--- src/rtl/core/command_line_tokenizer_top_assert.svh ---
// Assertion macros shared by the command line tokenizer RTL.
// Define NO_ASSERTIONS to compile the checks away.
`ifndef COMMAND_LINE_TOKENIZER_TOP_ASSERT_SVH
`define COMMAND_LINE_TOKENIZER_TOP_ASSERT_SVH

`ifndef NO_ASSERTIONS

// Property holds at every clock edge outside reset.
`define CLT_ASSERT(lbl, clk, rstn, prop) \
    lbl: assert property (@(posedge clk) disable iff (!rstn) (prop)) \
        else $error("command line tokenizer check failed");

// Consequent holds in the cycle after the antecedent.
`define CLT_ASSERT_NEXT(lbl, clk, rstn, ante, cons) \
    lbl: assert property (@(posedge clk) disable iff (!rstn) (ante) |=> (cons)) \
        else $error("command line tokenizer check failed");

`else

`define CLT_ASSERT(lbl, clk, rstn, prop)
`define CLT_ASSERT_NEXT(lbl, clk, rstn, ante, cons)

`endif

`endif

--- src/rtl/core/clt_pkg.sv ---
// Types and constants of the command line tokenizer.
// No dependencies; used by clt_core, clt_out_queue and the top module under rtl/core.
package clt_pkg;

    localparam logic [7:0] CH_NUL   = 8'h00;
    localparam logic [7:0] CH_SPACE = 8'h20;
    localparam logic [7:0] CH_BSL   = 8'h5C;
    localparam logic [7:0] CH_APOS  = 8'h27;
    localparam logic [7:0] CH_QUOTE = 8'h22;

    localparam int OQ_DEPTH = 4;
    localparam int OQ_AW    = $clog2(OQ_DEPTH);

    typedef enum logic [2:0] {
        ERR_NONE       = 3'd0,
        ERR_OPEN_APOS  = 3'd1,
        ERR_OPEN_QUOTE = 3'd2,
        ERR_DANGLING   = 3'd3,
        ERR_TOO_MANY   = 3'd4,
        ERR_TOO_LONG   = 3'd5
    } err_t;

    typedef struct packed {
        logic       write_valid;
        logic [8:0] write_position;
        logic [7:0] write_byte;
        logic       starts_token;
        logic [5:0] token_index;
        logic [6:0] token_count;
        logic       line_done;
        err_t       error_code;
        logic       last;
    } res_t;

    // push request from the tokenizer core into the result queue
    typedef struct packed {
        logic valid;
        logic two;
    } push_t;

endpackage

--- src/rtl/core/clt_in_stage.sv ---
// Input register of the command line tokenizer.
// Depends on nothing but the clock and reset.
module clt_in_stage (
    input  logic       aclk,
    input  logic       aresetn,
    input  logic       s_tvalid,
    output logic       s_tready,
    input  logic [7:0] s_tdata,    // [7:0] in_byte
    input  logic       take,
    output logic       in_valid,
    output logic [7:0] in_byte
);

    logic       in_valid_reg;
    logic       in_valid_next;
    logic [7:0] in_byte_reg;

    assign s_tready = !in_valid_reg || take;

    always_comb begin
        in_valid_next = in_valid_reg;
        if (s_tvalid && s_tready) begin
            in_valid_next = 1'b1;
        end else if (take) begin
            in_valid_next = 1'b0;
        end
    end

    always_ff @(posedge aclk) begin
        if (!aresetn) begin
            in_valid_reg <= 1'b0;
        end else begin
            in_valid_reg <= in_valid_next;
        end
    end

    always_ff @(posedge aclk) begin
        if (s_tvalid && s_tready) begin
            in_byte_reg <= s_tdata;
        end
    end

    assign in_valid = in_valid_reg;
    assign in_byte  = in_byte_reg;

endmodule

--- src/rtl/core/clt_core.sv ---
// Tokenizer state and per-byte decode; yields one or two results per byte.
// Depends on clt_pkg and the assertion macro header.
`include "command_line_tokenizer_top_assert.svh"

module clt_core #(
    parameter int MAX_TOKENS = 64,
    parameter int MAX_LINE   = 256
) (
    input  logic              aclk,
    input  logic              aresetn,
    input  logic              in_valid,
    input  logic [7:0]        in_byte,
    input  logic              room,
    output logic              take,
    output clt_pkg::push_t    push,
    output clt_pkg::res_t     res0,
    output clt_pkg::res_t     res1
);

    localparam int WP_W = $clog2(MAX_LINE + 2);
    localparam int TC_W = $clog2(MAX_TOKENS + 1);
    localparam logic [WP_W-1:0] WP_MAX   = WP_W'(MAX_LINE);
    localparam logic [WP_W-1:0] WP_LIMIT = WP_W'(MAX_LINE + 1);
    localparam logic [TC_W-1:0] TC_MAX   = TC_W'(MAX_TOKENS);

    logic            between_reg, between_next;
    logic            sq_reg, sq_next;
    logic            dq_reg, dq_next;
    logic            esc_reg, esc_next;
    logic [WP_W-1:0] wp_reg, wp_next;
    logic [TC_W-1:0] tc_reg, tc_next;

    logic            lit_req;
    logic            fail_req;
    clt_pkg::err_t   fail_code;
    logic            two;
    logic            clear;

    assign take = in_valid && room;

    always_comb begin
        between_next = between_reg;
        sq_next      = sq_reg;
        dq_next      = dq_reg;
        esc_next     = esc_reg;
        wp_next      = wp_reg;
        tc_next      = tc_reg;
        lit_req      = 1'b0;
        fail_req     = 1'b0;
        fail_code    = clt_pkg::ERR_NONE;
        two          = 1'b0;
        clear        = 1'b0;

        res0             = '0;
        res0.token_count = 7'(tc_reg);
        res0.error_code  = clt_pkg::ERR_NONE;
        res0.last        = 1'b1;
        res1             = '0;
        res1.token_count = 7'(tc_reg);
        res1.error_code  = clt_pkg::ERR_NONE;
        res1.last        = 1'b1;

        if (esc_reg) begin
            esc_next = 1'b0;
            if (in_byte == clt_pkg::CH_NUL) begin
                fail_req  = 1'b1;
                fail_code = clt_pkg::ERR_DANGLING;
            end else begin
                lit_req = 1'b1;
            end
        end else begin
            unique case (in_byte)
                clt_pkg::CH_NUL: begin
                    if (sq_reg) begin
                        fail_req  = 1'b1;
                        fail_code = clt_pkg::ERR_OPEN_APOS;
                    end else if (dq_reg) begin
                        fail_req  = 1'b1;
                        fail_code = clt_pkg::ERR_OPEN_QUOTE;
                    end else if (!between_reg) begin
                        // token terminator, then the line-end NUL
                        two                 = 1'b1;
                        res0.write_valid    = 1'b1;
                        res0.write_position = 9'(wp_reg);
                        res0.token_index    = 6'(tc_reg - TC_W'(1));
                        res0.line_done      = 1'b1;
                        res0.last           = 1'b0;
                        res1.write_valid    = 1'b1;
                        res1.write_position = 9'(wp_reg + WP_W'(1));
                        res1.line_done      = 1'b1;
                        clear               = 1'b1;
                    end else begin
                        res0.write_valid    = 1'b1;
                        res0.write_position = 9'(wp_reg);
                        res0.line_done      = 1'b1;
                        clear               = 1'b1;
                    end
                end
                clt_pkg::CH_SPACE: begin
                    if (sq_reg || dq_reg) begin
                        lit_req = 1'b1;
                    end else if (!between_reg) begin
                        if (wp_reg > WP_MAX) begin
                            fail_req  = 1'b1;
                            fail_code = clt_pkg::ERR_TOO_LONG;
                        end else begin
                            res0.write_valid    = 1'b1;
                            res0.write_position = 9'(wp_reg);
                            res0.token_index    = 6'(tc_reg - TC_W'(1));
                            wp_next             = wp_reg + WP_W'(1);
                            between_next        = 1'b1;
                        end
                    end
                end
                clt_pkg::CH_BSL: begin
                    esc_next = 1'b1;
                end
                clt_pkg::CH_APOS: begin
                    if (dq_reg) begin
                        lit_req = 1'b1;
                    end else begin
                        sq_next = !sq_reg;
                    end
                end
                clt_pkg::CH_QUOTE: begin
                    if (sq_reg) begin
                        lit_req = 1'b1;
                    end else begin
                        dq_next = !dq_reg;
                    end
                end
                default: begin
                    lit_req = 1'b1;
                end
            endcase
        end

        // literal byte: count check first, then length check
        if (lit_req) begin
            if (between_reg && (tc_reg >= TC_MAX)) begin
                fail_req  = 1'b1;
                fail_code = clt_pkg::ERR_TOO_MANY;
            end else if (wp_reg >= WP_MAX) begin
                fail_req  = 1'b1;
                fail_code = clt_pkg::ERR_TOO_LONG;
            end else begin
                res0.write_valid    = 1'b1;
                res0.write_position = 9'(wp_reg);
                res0.write_byte     = in_byte;
                wp_next             = wp_reg + WP_W'(1);
                if (between_reg) begin
                    res0.starts_token = 1'b1;
                    res0.token_index  = 6'(tc_reg);
                    res0.token_count  = 7'(tc_reg + TC_W'(1));
                    tc_next           = tc_reg + TC_W'(1);
                    between_next      = 1'b0;
                end else begin
                    res0.token_index  = 6'(tc_reg - TC_W'(1));
                end
            end
        end

        if (fail_req) begin
            res0             = '0;
            res0.token_count = 7'(tc_reg);
            res0.line_done   = 1'b1;
            res0.error_code  = fail_code;
            res0.last        = 1'b1;
            clear            = 1'b1;
        end

        // drop all line state after line end or error
        if (clear) begin
            between_next = 1'b1;
            sq_next      = 1'b0;
            dq_next      = 1'b0;
            esc_next     = 1'b0;
            wp_next      = '0;
            tc_next      = '0;
        end

        push.valid = take;
        push.two   = two;
    end

    always_ff @(posedge aclk) begin
        if (!aresetn) begin
            between_reg <= 1'b1;
            sq_reg      <= 1'b0;
            dq_reg      <= 1'b0;
            esc_reg     <= 1'b0;
            wp_reg      <= '0;
            tc_reg      <= '0;
        end else if (take) begin
            between_reg <= between_next;
            sq_reg      <= sq_next;
            dq_reg      <= dq_next;
            esc_reg     <= esc_next;
            wp_reg      <= wp_next;
            tc_reg      <= tc_next;
        end
    end

    `CLT_ASSERT(a_quotes_exclusive, aclk, aresetn, !(sq_reg && dq_reg))
    `CLT_ASSERT(a_token_bound, aclk, aresetn, tc_reg <= TC_MAX)
    `CLT_ASSERT(a_pointer_bound, aclk, aresetn, wp_reg <= WP_LIMIT)
    `CLT_ASSERT_NEXT(a_line_clears, aclk, aresetn, take && res0.line_done,
                     wp_reg == '0 && tc_reg == '0 && between_reg && !esc_reg)

endmodule

--- src/rtl/core/clt_out_queue.sv ---
// Result queue of the command line tokenizer: two pushes, one pop per cycle.
// Depends on clt_pkg and the assertion macro header.
`include "command_line_tokenizer_top_assert.svh"

module clt_out_queue (
    input  logic            aclk,
    input  logic            aresetn,
    input  clt_pkg::push_t  push,
    input  clt_pkg::res_t   din0,
    input  clt_pkg::res_t   din1,
    output logic            room,
    output logic            out_valid,
    input  logic            out_ready,
    output clt_pkg::res_t   head
);

    localparam int AW = clt_pkg::OQ_AW;
    localparam logic [AW:0] DEPTH   = (AW+1)'(clt_pkg::OQ_DEPTH);
    localparam logic [AW:0] ROOM_AT = (AW+1)'(clt_pkg::OQ_DEPTH - 2);

    clt_pkg::res_t   mem [clt_pkg::OQ_DEPTH];
    logic [AW-1:0]   wr_ptr_reg, wr_ptr_next;
    logic [AW-1:0]   rd_ptr_reg, rd_ptr_next;
    logic [AW:0]     count_reg, count_next;
    logic            pop;
    logic [AW:0]     n_push;

    assign room      = count_reg <= ROOM_AT;
    assign out_valid = count_reg != '0;
    assign pop       = out_valid && out_ready;
    assign head      = mem[rd_ptr_reg];

    always_comb begin
        n_push = '0;
        if (push.valid) begin
            n_push = push.two ? (AW+1)'(2) : (AW+1)'(1);
        end
        wr_ptr_next = wr_ptr_reg + n_push[AW-1:0];
        rd_ptr_next = rd_ptr_reg + AW'(pop);
        count_next  = count_reg + n_push - (AW+1)'(pop);
    end

    always_ff @(posedge aclk) begin
        if (!aresetn) begin
            wr_ptr_reg <= '0;
            rd_ptr_reg <= '0;
            count_reg  <= '0;
        end else begin
            wr_ptr_reg <= wr_ptr_next;
            rd_ptr_reg <= rd_ptr_next;
            count_reg  <= count_next;
        end
    end

    always_ff @(posedge aclk) begin
        if (push.valid) begin
            mem[wr_ptr_reg] <= din0;
            if (push.two) begin
                mem[wr_ptr_reg + AW'(1)] <= din1;
            end
        end
    end

    `CLT_ASSERT(a_count_bound, aclk, aresetn, count_reg <= DEPTH)
    `CLT_ASSERT(a_push_has_room, aclk, aresetn, !push.valid || count_reg <= ROOM_AT)
    `CLT_ASSERT_NEXT(a_count_holds, aclk, aresetn, !push.valid && !pop, $stable(count_reg))

endmodule

--- src/rtl/core/command_line_tokenizer_top.sv ---
// Command line tokenizer top: input register, tokenizer core, result queue.
// A byte passes the input register and the core into the 4-entry result queue.
// Throughput: one byte per cycle while the queue has room; a line end after a
// token emits two beats, so the result side paces at one beat per ready cycle.
// Reset (aresetn low, synchronous) empties the queue and starts a fresh line.
module command_line_tokenizer_top #(
    parameter int MAX_TOKENS = 64,
    parameter int MAX_LINE   = 256
) (
    input  logic        aclk,
    input  logic        aresetn,
    input  logic        s_tvalid,
    output logic        s_tready,
    input  logic [7:0]  s_tdata,   // [7:0] in_byte
    output logic        m_tvalid,
    input  logic        m_tready,
    // [8:0] write_position, [16:9] write_byte, [22:17] token_index,
    // [29:23] token_count, [32:30] error_code, [39:33] zero
    output logic [39:0] m_tdata,
    // [0] write_valid, [1] starts_token, [2] line_done
    output logic [2:0]  m_tuser,
    output logic        m_tlast
);

    logic           in_valid;
    logic [7:0]     in_byte;
    logic           take;
    logic           room;
    clt_pkg::push_t push;
    clt_pkg::res_t  res0;
    clt_pkg::res_t  res1;
    clt_pkg::res_t  head;

    clt_in_stage u_in (
        .aclk     (aclk),
        .aresetn  (aresetn),
        .s_tvalid (s_tvalid),
        .s_tready (s_tready),
        .s_tdata  (s_tdata),
        .take     (take),
        .in_valid (in_valid),
        .in_byte  (in_byte)
    );

    clt_core #(
        .MAX_TOKENS (MAX_TOKENS),
        .MAX_LINE   (MAX_LINE)
    ) u_core (
        .aclk     (aclk),
        .aresetn  (aresetn),
        .in_valid (in_valid),
        .in_byte  (in_byte),
        .room     (room),
        .take     (take),
        .push     (push),
        .res0     (res0),
        .res1     (res1)
    );

    clt_out_queue u_queue (
        .aclk      (aclk),
        .aresetn   (aresetn),
        .push      (push),
        .din0      (res0),
        .din1      (res1),
        .room      (room),
        .out_valid (m_tvalid),
        .out_ready (m_tready),
        .head      (head)
    );

    assign m_tdata = {7'b0, head.error_code, head.token_count, head.token_index,
                      head.write_byte, head.write_position};
    assign m_tuser = {head.line_done, head.starts_token, head.write_valid};
    assign m_tlast = head.last;

endmodule

--- config.mk ---
export PLATFORM = sky130hd
export DESIGN_NAME = command_line_tokenizer_top
export DESIGN_NICKNAME = d
export VERILOG_FILES = /design/src/rtl/core/clt_pkg.sv /design/src/rtl/core/clt_in_stage.sv /design/src/rtl/core/clt_core.sv /design/src/rtl/core/clt_out_queue.sv /design/src/rtl/core/command_line_tokenizer_top.sv
export VERILOG_INCLUDE_DIRS = /design/src /design/src/rtl/core
export SDC_FILE = /design/constraint.sdc
export NUM_CORES = 1
export LEC_CHECK = 0
export ABC_AREA = 1
export BUFFER_PORTS_ARGS = -buffer_cell sky130_fd_sc_hd__buf_2
export CORE_ASPECT_RATIO = 1.25
export CORE_MARGIN = 10
export CORE_UTILIZATION = 30
export CTS_BUF_LIST = sky130_fd_sc_hd__clkbuf_16
export CTS_CLUSTER_DIAMETER = 200
export DETAILED_ROUTE_END_ITERATION = 10
export HOLD_SLACK_MARGIN = 0.02
export SYNTH_ARGS = -nofsm -noshare
export SYNTH_HDL_FRONTEND = slang
export SYNTH_HIERARCHICAL = 1
export SYNTH_SLANG_ARGS = --single-unit
--- constraint.sdc ---
create_clock -name aclk -period 9.8 [get_ports aclk]
set_input_delay 1.47 -clock aclk [delete_from_list [all_inputs] [get_ports aclk]]
set_output_delay 1.47 -clock aclk [all_outputs]
set_load 0.005 [all_outputs]
Word-level counts from Yosys, hierarchy flattened
Memory sizes are Yosys's and may differ from the RTL's. A register that Yosys moved wholly into a read port is not among the register bits.
Index checks and enable logic that the tools add are counted.
Widths: inputs -> output; s select.
Word-level totals
  register bits: 36
  bits of input ports: 12
  output and inout port bits: 46
  RAM bits: 148
  logic and storage cells: 164
  memories kept: 1
Memories
  u_queue.mem: depth 4, bits a word 37, rd ports 1, clocked after Yosys merged registers in 1, wr ports 2, RTL line clt_out_queue.sv:21  | clt_pkg::res_t mem [clt_pkg::OQ_DEPTH];
Cells by class
  muxes and demuxes: 112
  eq/ne operators: 9
  $add $sub $neg: 8
  magnitude comparators: 4
  reduce and logical (&&, ||, !) cells: 19
Operator list (count)
  $mux 10: 11
  $mux 32: 3
  $mux 9: 9
  $mux 1: 57
  $mux 6: 8
  $mux 37: 1
  $mux 7: 5
  $mux 3: 9
  $eq 8x6->1 const B: 3
  $pmux 10 s2: 1
  $pmux 6 s2: 1
  $reduce_and 4->1: 3
  $add 9x1->9 const B: 1
  $ge 9x9->1 const B: 1
  $gt 9x9->1 const B: 1
  $eq 8x7->1 const B: 1
  $logic_not 8->1: 1
  $mux 2: 4
  $reduce_bool 2->1: 4
  $add 7x1->7 const B: 1
  $ge 7x7->1 const B: 1
  $ne 2x2->1 const B: 3
  $pmux 3 s2: 1
  $sub 6x1->6 const B: 1
  14 further kinds: 21

Longest topological paths before layout
  depth after elaboration: 12
  mapped depth: 15
  depth with buffers taken out: 15

Cells and area by module
The synthesis kept the hierarchy.
By module, submodules not included
  clt_out_queue: seq. area each 4584.4 sq um, instances 1, area an instance 7756.2 sq um, cells each 790
  clt_core: seq. area each 400.4 sq um, instances 1, area an instance 2371.0 sq um, cells each 406
  clt_in_stage: seq. area each 260.2 sq um, instances 1, area an instance 291.5 sq um, cells each 15
  command_line_tokenizer_top: seq. area each 0.0 sq um, instances 1, area an instance 56.3 sq um, cells each 8

Least setup slack after synthesis
No wires, ideal clock.
  kind: flip-flop to flip-flop
  start: register u_in.in_byte_reg[1], in the netlist u_in/in_byte[1]
  end: memory u_queue/mem[3][0] in the netlist's numbering (enable)
  required time: 9.323 ns
  setup time: 0.477 ns
  clock period less this slack: 4.449 ns
  arrival: 3.971 ns
  cell stages (with the launch flop): 10
  setup slack: 5.351 ns
  buffers on the path: 2
  path through: edfxtp_1 > nor2_2 > nand2_2 > nor2_4 > inv_1 > buf_2 > nor2_1 > buf_4 > nor2_1 > nor3_1
RTL lines
  start: declaration: RTL line clt_in_stage.sv:16  | logic [7:0] in_byte_reg;
  start signal: assignment: RTL line clt_in_stage.sv:39  | in_byte_reg <= s_tdata;
  end: declaration: RTL line clt_out_queue.sv:21

==> results.md <==
- TritonRoute pass-1 iters: 5
- Power density over the cells: around 190 nW/um^2
- Post-synthesis average cell area: 8.59 sq um
- Count of H-tree levels built during CTS: 4
- Setup repair bufs after CTS: 0
- Class of the most critical hold timing path: flop to flop
- Synth-to-layout area growth: 8.92%
- Number of warnings reported in the yosys synthesis log: 6
- Vias per cell: 4.74
- Flip-flop and latch count after synthesis: 184
- Critical path class: flop to primary output
- Final worst clock skew: between 8 and 9 ps
- Async SR Flop Fraction: 0%
- Commonest cells in the netlist: 250 x sky130_fd_sc_hd__nand2_1, 156 x sky130_fd_sc_hd__edfxtp_1, 144 x sky130_fd_sc_hd__nor2_1, 112 x sky130_fd_sc_hd__o21ai_0, 100 x sky130_fd_sc_hd__inv_1
- Port Buffer Count: 50
- Type of element capturing the critical path: primary output
- Share of the clock period used by the worst path: 36.7%
- CTS tree: done
- Total congestion overflow: 0
- Routability cong.: 0.890
- Top flip-flop cell by instance count after synthesis: sky130_fd_sc_hd__edfxtp_1
- Post-route non-filler standard cell count: roughly 1700
- Number of enable flip-flop cells after synthesis: 156
- Drt first-iter violations: roughly 420
- CTS clk-pin slew, worst paths: 70 ps
- Inserted Clock Buffers: 17
- Buffer levels on the longest clock path: 2
- DIE AREA: around 43000 sq um
- Average routed wire per standard cell: between 15 and 20 um
- Worst relative slew slack: 35.3%
- Clock Root Buffer: sky130_fd_sc_hd__clkbuf_16
- Part of the Yosys area used for sequential elements: 50.1%
- Quantity of gates resized following cts: 0
- Area leader, netlist: sky130_fd_sc_hd__edfxtp_1
- End of the worst hold path: u_in/in_valid
- Category of the worst setup path launch point: flop
- Via count of the first global-routing pass: 7795
- Highest attainable clock frequency: 278 MHz
- Instance count after placement with tap cells included: 1677
- Number of hold-repair buffers added at the cts stage: 0
- Tightest Pin Transition: 965 ps
- Largest net degree at the start of global routing: 77
- Max Slew Vio Count: 0
- Arrival time reported for the critical path endpoint: ~2100 ps
- Maximum capacitance violations: 0
- Global-route wire length before repair: 43400 um
- Worst R2R Start: u_in/in_byte[1]
- Insertion delay of the later-clocked pin in the worst-skew pair: approximately 450 ps
- Setup TNS after final layout: 0 ps
- Finish-stage setup viols: 0
- Core area: 34500 sq um
- Initial core utilization: between 30% and 40%
- Final critical delay including setup and external delays: about 3600 ps
- Number of antenna violations at the first check in global routing: 2
- I/O pin count: a little under 60
- Nets: approximately 1300
- Top cells by area in the synthesized netlist: sky130_fd_sc_hd__edfxtp_1 45%, sky130_fd_sc_hd__nand2_1 9.0%, sky130_fd_sc_hd__dfxtp_1 5.4%, sky130_fd_sc_hd__o21ai_0 5.4%, sky130_fd_sc_hd__nor2_1 5.2%
- Number of hold violations in the final report: 0
- Leak Pwr: 4.14 nW
- Die span in y: 229 um
- Depth of the worst register-to-register path: 11
- Cell variety after synth: 41
- Worst reg2reg setup slack: 6420 ps
- Number of nets with antenna violations after detailed routing: 0
- Overall routing resource usage: 12.8%
- Total number of vias: 8113
- Critical Path RT: 8330 ps
- Max rail drop VDD: 0.115 mV
- Max reg flops: 148
- Most instantiated library cell after synthesis: sky130_fd_sc_hd__nand2_1
- Number of cells on the worst hold path: 2
- Cell area after technology mapping: 10500 sq um
- Peak fanout along the critical path: 76
- # rows: 76
- Unrepaired setup endpoints after global routing: no
- CTS sink cnt: 184
- Share of post-route cells with drive strength above 1: 14.8%
- Result of the run: completed
- Count of mapped cells out of synthesis: 1219
- Chip width: 187 um
- Endpoint of the worst-slack reg-to-reg timing path: u_queue/mem[0][22]
- Share of Yosys cell area claimed by the top area cell type: 44.7%
- # DRC: 0
- Hold path start: u_in/in_valid
- Detailed placer's ending HPWL: 18000 um
- WL final: 27600 um
## cell type report
cell class | count | area, sq um
tap | 468 | 586
sequential | 184 | 5250
clock inverter | 15 | 134
multi-input combinational | 851 | 4260
antenna | 1 | 2.50
fill | 3520 | 23100
clock buffer | 17 | 425
timing repair buffer | 61 | 333
inverter | 113 | 424
## logic make-up after synthesis
| kind of cell | after synthesis | synth area share (%) |
|---|---|---|
| AND/OR/NAND/NOR | 490 | 20.0 |
| other | 3 | 0.107 |
| XOR/XNOR | 14 | 1.17 |
| buffers and inverters | 207 | 10.4 |
| adder cells (fa/ha/maj) | 10 | 1.27 |
| flip-flops | 184 | 50.1 |
| AO/OA/AOI/OAI | 311 | 16.9 |
## power by group
group	total (W)	internal, W	switching, W
logic	0.000553	0.000187	0.000366
clock network	0.000665	0.000370	0.000294
registers	0.000950	0.000924	0.0000261
total	0.00217	0.00148	0.000687
## placed cells by master, fill, tap and decap left out, types with 2 or more instances in the layout
master	count
sky130_fd_sc_hd__nand2_1	247
sky130_fd_sc_hd__edfxtp_1	156
sky130_fd_sc_hd__nor2_1	143
sky130_fd_sc_hd__o21ai_0	111
sky130_fd_sc_hd__inv_1	101
sky130_fd_sc_hd__o21ai_1	91
sky130_fd_sc_hd__buf_2	50
sky130_fd_sc_hd__o21ai_2	39
sky130_fd_sc_hd__o22ai_1	37
sky130_fd_sc_hd__nand3_1	32
sky130_fd_sc_hd__dfxtp_1	27
sky130_fd_sc_hd__conb_1	26
sky130_fd_sc_hd__a21oi_1	24
sky130_fd_sc_hd__clkbuf_16	17
sky130_fd_sc_hd__nor3_1	16
sky130_fd_sc_hd__nand2_2	14
sky130_fd_sc_hd__inv_2	13
sky130_fd_sc_hd__xor2_1	12
sky130_fd_sc_hd__buf_4	11
sky130_fd_sc_hd__nor2_2	10
sky130_fd_sc_hd__ha_1	9
sky130_fd_sc_hd__nand4_1	7
sky130_fd_sc_hd__clkinv_1	5
sky130_fd_sc_hd__nor3_2	5
sky130_fd_sc_hd__nor2_4	4
sky130_fd_sc_hd__nand3_2	3
sky130_fd_sc_hd__nand2_4	3
sky130_fd_sc_hd__bufinv_16	2
sky130_fd_sc_hd__clkinvlp_4	2
sky130_fd_sc_hd__clkinv_2	2
sky130_fd_sc_hd__inv_6	2
sky130_fd_sc_hd__nor4_1	2
sky130_fd_sc_hd__nand3_4	2
sky130_fd_sc_hd__o211ai_1	2
sky130_fd_sc_hd__xnor2_1	2
## worst max path at each step
stage,from,end,slack (ps),depth (start not counted)
after floorplan,u_in/in_byte[1],u_queue/mem[3][0],5350,9
after global placement,u_in/in_byte[2],u_queue/mem[0][30],6430,11
after detailed placement,u_in/in_byte[1],u_queue/mem[0][33],6360,11
after CTS,u_queue/rd_ptr_reg[0],m_tdata[23],6090,5
after global routing,u_queue/rd_ptr_reg[0],m_tdata[4],6030,4
final,u_queue/rd_ptr_reg[0],m_tdata[4],6200,4
## routing by layer
layer	up-vias	share of wire [%]	track usage (%)
met1	3807	42	14.9
met3	37	4.7	2.38
met2	192	51	22.7
met5	-	0.047	0
met4	2	2.2	5.22
li1	4075	-	-
## critical path, cell delays in order (launching register included)
cell	delay [ps]
sky130_fd_sc_hd__dfxtp_2	340
sky130_fd_sc_hd__buf_4	590
sky130_fd_sc_hd__o21ai_0	200
sky130_fd_sc_hd__o22ai_1	280
sky130_fd_sc_hd__buf_2	180
## metrics by stage
stage	hold slack [ps]	utilization [%]	total power [W]	area, sq um	setup slack (ps)
2_1_floorplan	470	-	0.00133	10600	5350
4_1_cts	505	33.0	0.00220	11400	6090
3_5_place_dp	494	31.4	0.00154	10800	6360
6_report	506	33.1	0.00217	11400	6200
5_1_grt	541	33.1	0.00229	11400	6030
3_3_place_gp	498	31.4	0.00152	10800	6430
(Power assumes the default switching activity.)
